[src/hdl/assert_macros.svh]
// Assertion macros for the RTL of the camera projection block.
`ifndef ASSERT_MACROS_SVH
`define ASSERT_MACROS_SVH
`ifndef ASSERT_OFF
`define ASSERT_IMP(label, clk, rst_n, ante, cons, msg) \
  label: assert property (@(posedge clk) disable iff (!rst_n) (ante) |-> (cons)) \
    else $error(msg);
`define ASSERT_NXT(label, clk, rst_n, ante, cons, msg) \
  label: assert property (@(posedge clk) disable iff (!rst_n) (ante) |=> (cons)) \
    else $error(msg);
`else
`define ASSERT_IMP(label, clk, rst_n, ante, cons, msg)
`define ASSERT_NXT(label, clk, rst_n, ante, cons, msg)
`endif
`endif

[src/hdl/gpcp_pkg.sv]
// Types and constants of the ground point camera projection block.
`default_nettype none

package gpcp_pkg;

  localparam int unsigned CoordBits = 20;
  localparam int unsigned InDataW   = ((2 * CoordBits + 7) / 8) * 8;
  localparam int unsigned OutDataW  = ((2 * CoordBits + 7) / 8) * 8;
  localparam int unsigned OutUserW  = 2;

  localparam int unsigned CfgW    = 60;
  localparam int unsigned CfgIdxW = 3;

  localparam int unsigned RotW   = 18;
  localparam int unsigned TrW    = 24;
  localparam int unsigned ParW   = 24;
  localparam int unsigned ScrW   = 12;
  localparam int unsigned QBits  = 20;
  localparam int unsigned ProdW  = RotW + CoordBits;
  localparam int unsigned CamW   = ((ProdW > TrW + 16) ? ProdW : TrW + 16) + 2;
  localparam int unsigned MagW   = CamW;
  localparam int unsigned RemW   = MagW + 4;
  localparam int unsigned QuoW   = 24;

  localparam int unsigned X1W    = QuoW + 1;
  localparam int unsigned SqW    = 2 * X1W;
  localparam int unsigned R2W    = 29;
  localparam int unsigned R2SqW  = 2 * R2W;
  localparam int unsigned R4W    = R2SqW - QBits;
  localparam int unsigned K1R2W  = ParW + R2W + 1;
  localparam int unsigned K2R4W  = ParW + R4W + 1;
  localparam int unsigned DsumW  = K2R4W + 1;
  localparam int unsigned ScW    = DsumW - QBits + 1;
  localparam int unsigned ScQW   = 32;
  localparam int unsigned PxsW   = X1W + ScQW;
  localparam int unsigned X2W    = PxsW - QBits;
  localparam int unsigned FxxW   = ParW + X2W;
  localparam int unsigned UnW    = FxxW - QBits + 1;
  localparam int unsigned UwW    = UnW + ScrW + 1;
  localparam int unsigned PuW    = UwW - 16;

  localparam int unsigned PreStages  = 4;
  localparam int unsigned DivStages  = QuoW;
  localparam int unsigned PostStages = 13;
  localparam int unsigned PipeStages = PreStages + DivStages + PostStages;

  localparam logic [QuoW-1:0]    QSat    = '1;
  localparam logic signed [63:0] OneQ20  = 64'sd1 <<< QBits;
  localparam logic signed [63:0] ScMax   = 64'sd2147483647;
  localparam logic signed [63:0] ScMin   = -ScMax;
  localparam logic signed [63:0] OutMax  = (64'sd1 <<< (CoordBits - 1)) - 64'sd1;
  localparam logic signed [63:0] OutMin  = -OutMax - 64'sd1;

  typedef enum logic [CfgIdxW-1:0] {
    CfgCamRowX,
    CfgCamRowY,
    CfgCamRowZ,
    CfgFocal,
    CfgCenter,
    CfgDistCoef,
    CfgScreen,
    CfgDistEn
  } cfg_reg_e;

  // Per-word flags that ride along the divider stages.
  typedef struct packed {
    logic neg_x;
    logic neg_y;
    logic sat_x;
    logic sat_y;
    logic dz;
  } div_side_t;

  typedef struct packed {
    logic dz;
    logic clip;
  } flags_t;

endpackage

`default_nettype wire

[src/hdl/gpcp_div.sv]
// Pipelined restoring divider: one quotient bit per stage, Q.20 result.
`default_nettype none

module gpcp_div (
  input  wire logic                       clk_i,
  input  wire logic                       en_i,
  input  wire logic [gpcp_pkg::MagW-1:0]  num_i,
  input  wire logic [gpcp_pkg::MagW-1:0]  den_i,
  output logic      [gpcp_pkg::QuoW-1:0]  quo_o
);
  import gpcp_pkg::*;

  // The partial remainder is kept below sixteen times the divisor and is
  // compared against eight times the divisor, so one quotient bit falls out
  // per stage with the binary point set twenty bits down.
  logic [RemW-1:0] rem_q [DivStages-1];
  logic [MagW-1:0] den_q [DivStages-1];
  logic [QuoW-1:0] quo_q [DivStages];

  for (genvar k = 0; k < DivStages; k++) begin : g_stage
    logic [RemW-1:0] r_in;
    logic [RemW-1:0] dd;
    logic [RemW-1:0] diff;
    logic [MagW-1:0] d_in;
    logic [QuoW-1:0] q_in;
    logic            ge;

    if (k == 0) begin : g_first
      assign r_in = RemW'(num_i);
      assign d_in = den_i;
      assign q_in = '0;
    end else begin : g_next
      assign r_in = rem_q[k-1];
      assign d_in = den_q[k-1];
      assign q_in = quo_q[k-1];
    end

    assign dd   = RemW'({d_in, 3'b000});
    assign ge   = (r_in >= dd);
    assign diff = r_in - dd;

    always_ff @(posedge clk_i) begin
      if (en_i) begin
        quo_q[k] <= {q_in[QuoW-2:0], ge};
      end
    end

    if (k < DivStages - 1) begin : g_carry
      always_ff @(posedge clk_i) begin
        if (en_i) begin
          rem_q[k] <= ge ? {diff[RemW-2:0], 1'b0} : {r_in[RemW-2:0], 1'b0};
          den_q[k] <= d_in;
        end
      end
    end
  end

  assign quo_o = quo_q[DivStages-1];

endmodule

`default_nettype wire
[config.mk]
export PLATFORM = sky130hd
export DESIGN_NAME = gpcp_div
export DESIGN_NICKNAME = d
export VERILOG_FILES = /design/src/hdl/assert_macros.svh /design/src/hdl/gpcp_pkg.sv /design/src/hdl/gpcp_div.sv
export SDC_FILE = /design/constraint.sdc
export NUM_CORES = 2
export LEC_CHECK = 0
export BUFFER_PORTS_ARGS = -buffer_cell sky130_fd_sc_hd__buf_2
export CAP_MARGIN = 15
export CORE_AREA = 2 2 473 475
export CTS_BUF_LIST = sky130_fd_sc_hd__clkbuf_2 sky130_fd_sc_hd__clkbuf_4 sky130_fd_sc_hd__clkbuf_8
export CTS_CLUSTER_DIAMETER = 200
export DETAILED_ROUTE_END_ITERATION = 6
export DIE_AREA = 0 0 475 477
export HOLD_SLACK_MARGIN = 0.06
export PLACE_DENSITY = 0.85
export SLEW_MARGIN = 20
export SYNTH_ARGS = -nofsm -noshare
export SYNTH_HDL_FRONTEND = slang
export SYNTH_SLANG_ARGS = --single-unit
[constraint.sdc]
create_clock -name clk_i -period 4.1 [get_ports clk_i]
set_input_delay 0.205 -clock clk_i [delete_from_list [all_inputs] [get_ports clk_i]]
set_output_delay 0.205 -clock clk_i [all_outputs]
set_load 0.005 [all_outputs]
# Word-level counts from Yosys, hierarchy flattened
# Memory sizes are Yosys's and may differ from the RTL's.
# Cells that the tools add are included.
word_totals:
  ram_bits: 2600
  output_inout_bits: 24
  inputBits: 86
  word_cells: 75
  regBits: 0
  memories: 3
memory_table:
  columns: ["name", "words", "word_bits", "rd", "rd_ports_with_merged_regs", "write_ports", "line", "source"]
  rows:
  - ["rem_q", 23, 46, 23, 0, 23, "gpcp_div.sv:16", "logic [RemW-1:0] rem_q [DivStages-1];"]
  - ["den_q", 23, 42, 23, 0, 23, "gpcp_div.sv:17", "logic [MagW-1:0] den_q [DivStages-1];"]
  - ["quo_q", 24, 24, 24, 0, 24, "gpcp_div.sv:18", "logic [QuoW-1:0] quo_q [DivStages];"]
op_classes:
  magnitude_cmp: 24
  muxes: 25
  add_sub_neg: 23
ops:
  columns: ["op", "count"]
  rows:
  - ["$ge 46x45->1", 23]
  - ["$mux 46", 23]
  - ["$sub 45x45->45", 22]
  - ["$ge 42x45->1", 1]
  - ["$sub 42x45->45", 1]
  - ["$mux 1", 2]

# Longest topological paths before layout
# An unclocked memory read counts as a cell.
depth:
  word_depth: 3
  depth_mapped: 17
  depth_no_buf: 15

# Least setup slack after synthesis
# OpenSTA, ideal clock, no wires.
synth_timing:
  path_kind: "register -> register"
  startpoint: "mem rem_q[2][150] in the netlist's numbering"
  endpoint: "mem rem_q[2][223] in the netlist's numbering, data pin"
  arrival_ps: 3261
  n_path_buf: 1
  period_less_slack_ps: 3523
  setup_time_ps: 262
  required_ps: 3838
  slack_ps: 577
  stages_incl_launch_ff: 13
  path_cell_list: "edfxtp_1 ha_1 and2_1 a221o_1 a211oi_2 nor3b_1 a211o_1 a21oi_2 o21a_1 o2111ai_2 a31oi_4 buf_6 mux2_1"
synth_rtl:
  columns: ["item", "line"]
  rows:
  - ["start, declared", "gpcp_div.sv:16"]

==> Implementation_results.wiki <==
{| class="wikitable"
! Metric !! Value
|-
| Outcome || finished, violations left
|-
| Failing checks || setup timing
|-
| Reported leakage power || 63.2 nW
|-
| Minimum setup slack after placement || -196 ps
|-
| Routed metal-1 wirelength || 141000 um
|-
| Flops & latches, synth || 2238
|-
| Global-route wire length before repair || 545000 um
|-
| Launch instance of the worst register-to-register path || den_q[0][127]
|-
| Area growth from synthesis to layout || 13.3%
|-
| Cell-internal power || 0.0728 W
|-
| Total vias in the final route || 99.1k
|-
| Crit-path max FO || 13
|-
| Crit. End Element || flop
|-
| Flip-flop cell with the highest count after synthesis || sky130_fd_sc_hd__edfxtp_1
|-
| Max-cap viol count || 0
|-
| Crit path to || rem_q[0][23]
|-
| Net switching component of the power || 0.0484 W
|-
| Core area || 0.221 mm^2
|-
| Routed wl met3 || 22600 um
|-
| Count of cells along the worst register-to-register path || 13
|-
| Antenna violations before repair || 9
|-
| Total iterations of the first detailed-routing run || 7
|-
| Worst-case headroom to the max-slew limit || 0.251
|-
| Post-layout total power || 0.121 W
|-
| Type of the worst min-delay path || in2reg
|-
| Synth area leaders || sky130_fd_sc_hd__edfxtp_1 51%, sky130_fd_sc_hd__ha_1 9.5%, sky130_fd_sc_hd__a21oi_1 3.9%
|-
| Gate power share || 0.515
|-
| Clock transition time at the flip-flop clock pins of the worst setup and hold paths || 70 ps
|-
| Post-synth EDFFs || 2238
|-
| Count of antenna-violating nets left after detailed routing || 0
|-
| Slack of the worst reg-to-reg path || 90 ps
|-
| Crit path launch type || input port
|-
| Final number of max-transition violations || 0
|-
| Portion of the post-synthesis area used by sequential elements || 0.509
|-
| Pwr dens || 810 mW/mm^2
|-
| DRC violations left || 0
|-
| Average instance area after synthesis || 10.9 um^2
|-
| IO Port Bufs || 109
|-
| Class of the most critical setup path || in2reg
|-
| Area share of the leading cell type in the synthesized netlist || 0.509
|-
| Routed wire length per instance || 21.9 um
|-
| Number of global-route vias before repair || 97.5k
|-
| CP required || 4900 ps
|-
| Detailed Route Iter0 Violations || 9211
|-
| Initial core utilization || 0.597
|-
| Share of flip-flops with an asynchronous set or reset || 0
|-
| Worst setup startpoint || den_i[0]
|-
| Buffer levels on the longest clock path || 4
|-
| Clock power share || 0.167
|-
| Share of power burned in registers || 0.319
|-
| Peak supply drop || 0.465 mV
|-
| Highest clock rate || 244 MHz
|-
| Source-to-sink clock delay at the later pin of the worst-skew pair || 1170 ps
|-
| Area enclosed by the die boundary || 0.227 mm^2
|-
| Worst flop-to-flop path endpoint || rem_q[0][209]
|-
| Netlist Area Pre-Place || 0.132 mm^2
|-
| Synthesized instance count || 12.2k
|-
| Die boundary height || 477 um
|-
| CTS buffer count || 380
|-
| DIE WIDTH || 475 um
|-
| Placement row count || 173
|-
| Worst slew pin tran || 1120 ps
|-
| Final estimated routing congestion in global placement || 0.981
|-
| Skew final || 133 ps
|-
| Overall overflow remaining after global route || 0
|-
| Count of clock tree sinks || 2238
|-
| Vias per std cell || 6.08
|-
| YS warnings || 0
|-
| Post-route setup slack || -1.58 ps
|-
| Post-synth top area cell || sky130_fd_sc_hd__edfxtp_1
|-
| Final WL || 357000 um
|-
| Net count reported at finish || 14.2k
|-
| Boundary Pins || 110
|-
| Cell variety after synth || 110
|-
| Total of endpoints with negative setup slack in the final report || 1
|-
| Placed wire-length estimate after detailed placement || 267000 um
|-
| Overall global routing resource usage || 0.306
|-
| Final Cycle Share || 1.00
|-
| Clock root buffer || sky130_fd_sc_hd__clkbuf_8
|-
| Highest metal layer with signal wires || met5
|-
| Switching part of the total || 0.399
|-
| Final core occ || 0.676
|-
| Unrepaired setup endpoints after global routing || true
|-
| Clock period minus worst slack || 4100 ps
|-
| Total nets after synthesis || 13.3k
|-
| Fraction of final layout cells sized beyond drive strength 1 || 0.127
|-
| CTS tree || done
|-
| Crit path DAT || 4900 ps
|-
| Number of H-tree levels || 5
|-
| Total length of routed met2 wires || 174000 um
|-
| Largest net degree at the start of global routing || 120
|-
| Hold violation count in the final report || 0
|}
synthesized netlist by cell type, types with 16 or more instances:
cell and count:
sky130_fd_sc_hd__or3_1 40, sky130_fd_sc_hd__nand4_1 180, sky130_fd_sc_hd__nor4_1 42, sky130_fd_sc_hd__a21oi_1 1041, sky130_fd_sc_hd__a2111oi_0 22, sky130_fd_sc_hd__a21o_1 595
sky130_fd_sc_hd__nor2b_1 108, sky130_fd_sc_hd__a221o_1 20, sky130_fd_sc_hd__a221oi_1 38, sky130_fd_sc_hd__mux2_4 38, sky130_fd_sc_hd__a31oi_1 106, sky130_fd_sc_hd__nand2_1 935
sky130_fd_sc_hd__nor2_1 659, sky130_fd_sc_hd__o21ai_0 849, sky130_fd_sc_hd__inv_1 1205, sky130_fd_sc_hd__a31o_2 23, sky130_fd_sc_hd__nand2b_1 119, sky130_fd_sc_hd__clkbuf_1 260
sky130_fd_sc_hd__o22ai_1 22, sky130_fd_sc_hd__fa_1 23, sky130_fd_sc_hd__and3_1 103, sky130_fd_sc_hd__o31ai_1 51, sky130_fd_sc_hd__a211oi_1 89, sky130_fd_sc_hd__mux2_2 212
sky130_fd_sc_hd__and2_1 55, sky130_fd_sc_hd__edfxtp_1 2238, sky130_fd_sc_hd__buf_2 78, sky130_fd_sc_hd__a41oi_1 20, sky130_fd_sc_hd__ha_1 1004, sky130_fd_sc_hd__xor2_1 356
sky130_fd_sc_hd__o21ai_1 24, sky130_fd_sc_hd__o211ai_1 52, sky130_fd_sc_hd__xnor2_1 486, sky130_fd_sc_hd__or2_2 37, sky130_fd_sc_hd__a21boi_0 22, sky130_fd_sc_hd__o21a_1 113
sky130_fd_sc_hd__o21bai_1 128, sky130_fd_sc_hd__mux2_1 72, sky130_fd_sc_hd__nand3_1 198, sky130_fd_sc_hd__o31a_1 25, sky130_fd_sc_hd__a211o_1 23, sky130_fd_sc_hd__nand3b_1 24
sky130_fd_sc_hd__nor3_1 124, sky130_fd_sc_hd__o41ai_1 16, sky130_fd_sc_hd__and4_1 27
area by class of cell:
type	instances	area, um^2
Tap cell	2975	3720
Fill cell	16149	71700
Timing Repair Buffer	848	7390
Sequential cell	2238	67200
Antenna cell	3	7.51
Clock inverter	190	1540
Inverter	1207	4530
Clock buffer	461	5860
Multi-Input combinational cell	8369	59500
metrics by stage:
| step | setup TNS (ps) | std cells | hold WS, ps | cell area, um^2 |
|---|---|---|---|---|
| after global placement | -775 | 15427 | 398 | 140000 |
| after CTS | 0 | 16253 | 76.0 | 149000 |
| after detailed placement | -3480 | 15427 | 399 | 140000 |
| final | -1.58 | 16291 | 205 | 150000 |
| after global routing | -198 | 16290 | 172 | 150000 |
| after floorplan | 0 | 12172 | 304 | 132000 |
flip-flops by register name, summed over array words and instances (netlist names):
signal and count:
den_q 966, rem_q 972, quo_q 300
kinds of logic (layout without fill, tap and decap cells):
family | count (synthesis) | in the layout | share of synthesized area
compound gates | 3450 | 3450 | 0.164
simple gates | 2714 | 2715 | 0.0972
flops | 2238 | 2238 | 0.509
buf+inv | 1566 | 2706 | 0.0460
fa+ha+maj | 1027 | 1027 | 0.0986
xor+xnor | 842 | 842 | 0.0558
mux | 335 | 335 | 0.0295
other cells | 0 | 3 | 0
power by group through the flow:
| stage | combinational (W) | sequential, W | clock [W] |
|---|---|---|---|
| final | 0.0624 | 0.0387 | 0.0202 |
| after global routing | 0.0681 | 0.0391 | 0.0215 |
| after CTS | 0.0601 | 0.0386 | 0.0205 |
| after detailed placement | 0.0593 | 0.0389 | 0 |
| after global placement | 0.0577 | 0.0388 | 0 |
| after floorplan | 0.0424 | 0.0367 | 0 |
cells in the final DEF, fill, tap and decap left out, types with 38 or more instances in the layout:
cell                            instances
sky130_fd_sc_hd__and3_1               102
sky130_fd_sc_hd__nand2_1              934
sky130_fd_sc_hd__mux2_2               212
sky130_fd_sc_hd__buf_2                108
sky130_fd_sc_hd__clkinv_2              56
sky130_fd_sc_hd__xnor2_1              486
sky130_fd_sc_hd__clkbuf_8             384
sky130_fd_sc_hd__nand3_1              197
sky130_fd_sc_hd__o211ai_1              52
sky130_fd_sc_hd__a31oi_1              101
sky130_fd_sc_hd__nor4_1                38
sky130_fd_sc_hd__mux2_1                72
sky130_fd_sc_hd__buf_12                55
sky130_fd_sc_hd__mux2_4                38
sky130_fd_sc_hd__nor2_1               654
sky130_fd_sc_hd__a21o_1               594
sky130_fd_sc_hd__o21a_1               111
sky130_fd_sc_hd__dlygate4sd3_1        169
sky130_fd_sc_hd__nand2b_1             119
sky130_fd_sc_hd__clkbuf_4              77
sky130_fd_sc_hd__ha_1                 999
sky130_fd_sc_hd__nor2b_1              108
sky130_fd_sc_hd__o21bai_1             128
sky130_fd_sc_hd__or3_1                 40
sky130_fd_sc_hd__xor2_1               356
sky130_fd_sc_hd__o21ai_0              841
sky130_fd_sc_hd__a21oi_1             1029
sky130_fd_sc_hd__buf_4                499
sky130_fd_sc_hd__and2_1                55
sky130_fd_sc_hd__inv_1               1204
sky130_fd_sc_hd__edfxtp_1            2238
sky130_fd_sc_hd__nor3_1               121
sky130_fd_sc_hd__clkinv_1              94
sky130_fd_sc_hd__a211oi_1              85
sky130_fd_sc_hd__nand4_1              180
sky130_fd_sc_hd__o31ai_1               46
worst min path at each step:
| stage | start | to | slack (ps) | depth (start not counted) |
|---|---|---|---|---|
| 2_1_floorplan | den_i[0] | den_q[0][0] | 300 | 0 |
| 3_3_place_gp | den_i[35] | den_q[0][35] | 400 | 1 |
| 3_5_place_dp | den_i[1] | den_q[0][1] | 400 | 1 |
| 4_1_cts | num_i[4] | rem_q[0][5] | 80 | 4 |
| 5_1_grt | num_i[4] | rem_q[0][5] | 170 | 4 |
| 6_report | num_i[4] | rem_q[0][5] | 210 | 4 |
critical path, cell delays in order:
cell	delay, ps
sky130_fd_sc_hd__dlygate4sd3_1	530
sky130_fd_sc_hd__buf_2	130
sky130_fd_sc_hd__dlygate4sd3_1	670
sky130_fd_sc_hd__ha_1	250
sky130_fd_sc_hd__inv_1	80
sky130_fd_sc_hd__fa_1	410
sky130_fd_sc_hd__a21o_1	230
sky130_fd_sc_hd__a221oi_2	330
sky130_fd_sc_hd__a211oi_2	170
sky130_fd_sc_hd__o21ai_1	240
sky130_fd_sc_hd__nand3_2	230
sky130_fd_sc_hd__o22ai_4	280
sky130_fd_sc_hd__o41ai_2	160
sky130_fd_sc_hd__a31oi_1	260
sky130_fd_sc_hd__a21o_2	300
sky130_fd_sc_hd__buf_4	230
sky130_fd_sc_hd__o21ai_0	200
per-layer routing:
layer  GRT usage  vias to the layer above
met5           0                        -
met4       0.152                        2
li1            -                    46418
met2       0.522                     4021
met3      0.0450                     1010
met1       0.379                    47611
timing repair:
action / CTS / global route
cloned: 1 / 11
hold endpoints to repair: 738 / 0
pin swaps: 3 / 36
hold buffers: 169 / 0
resized for setup: 15 / 104
buffers inserted: 5 / 25
setup endpoints to repair: 137 / 470
No activity file was read; power rests on OpenSTA's default activity.
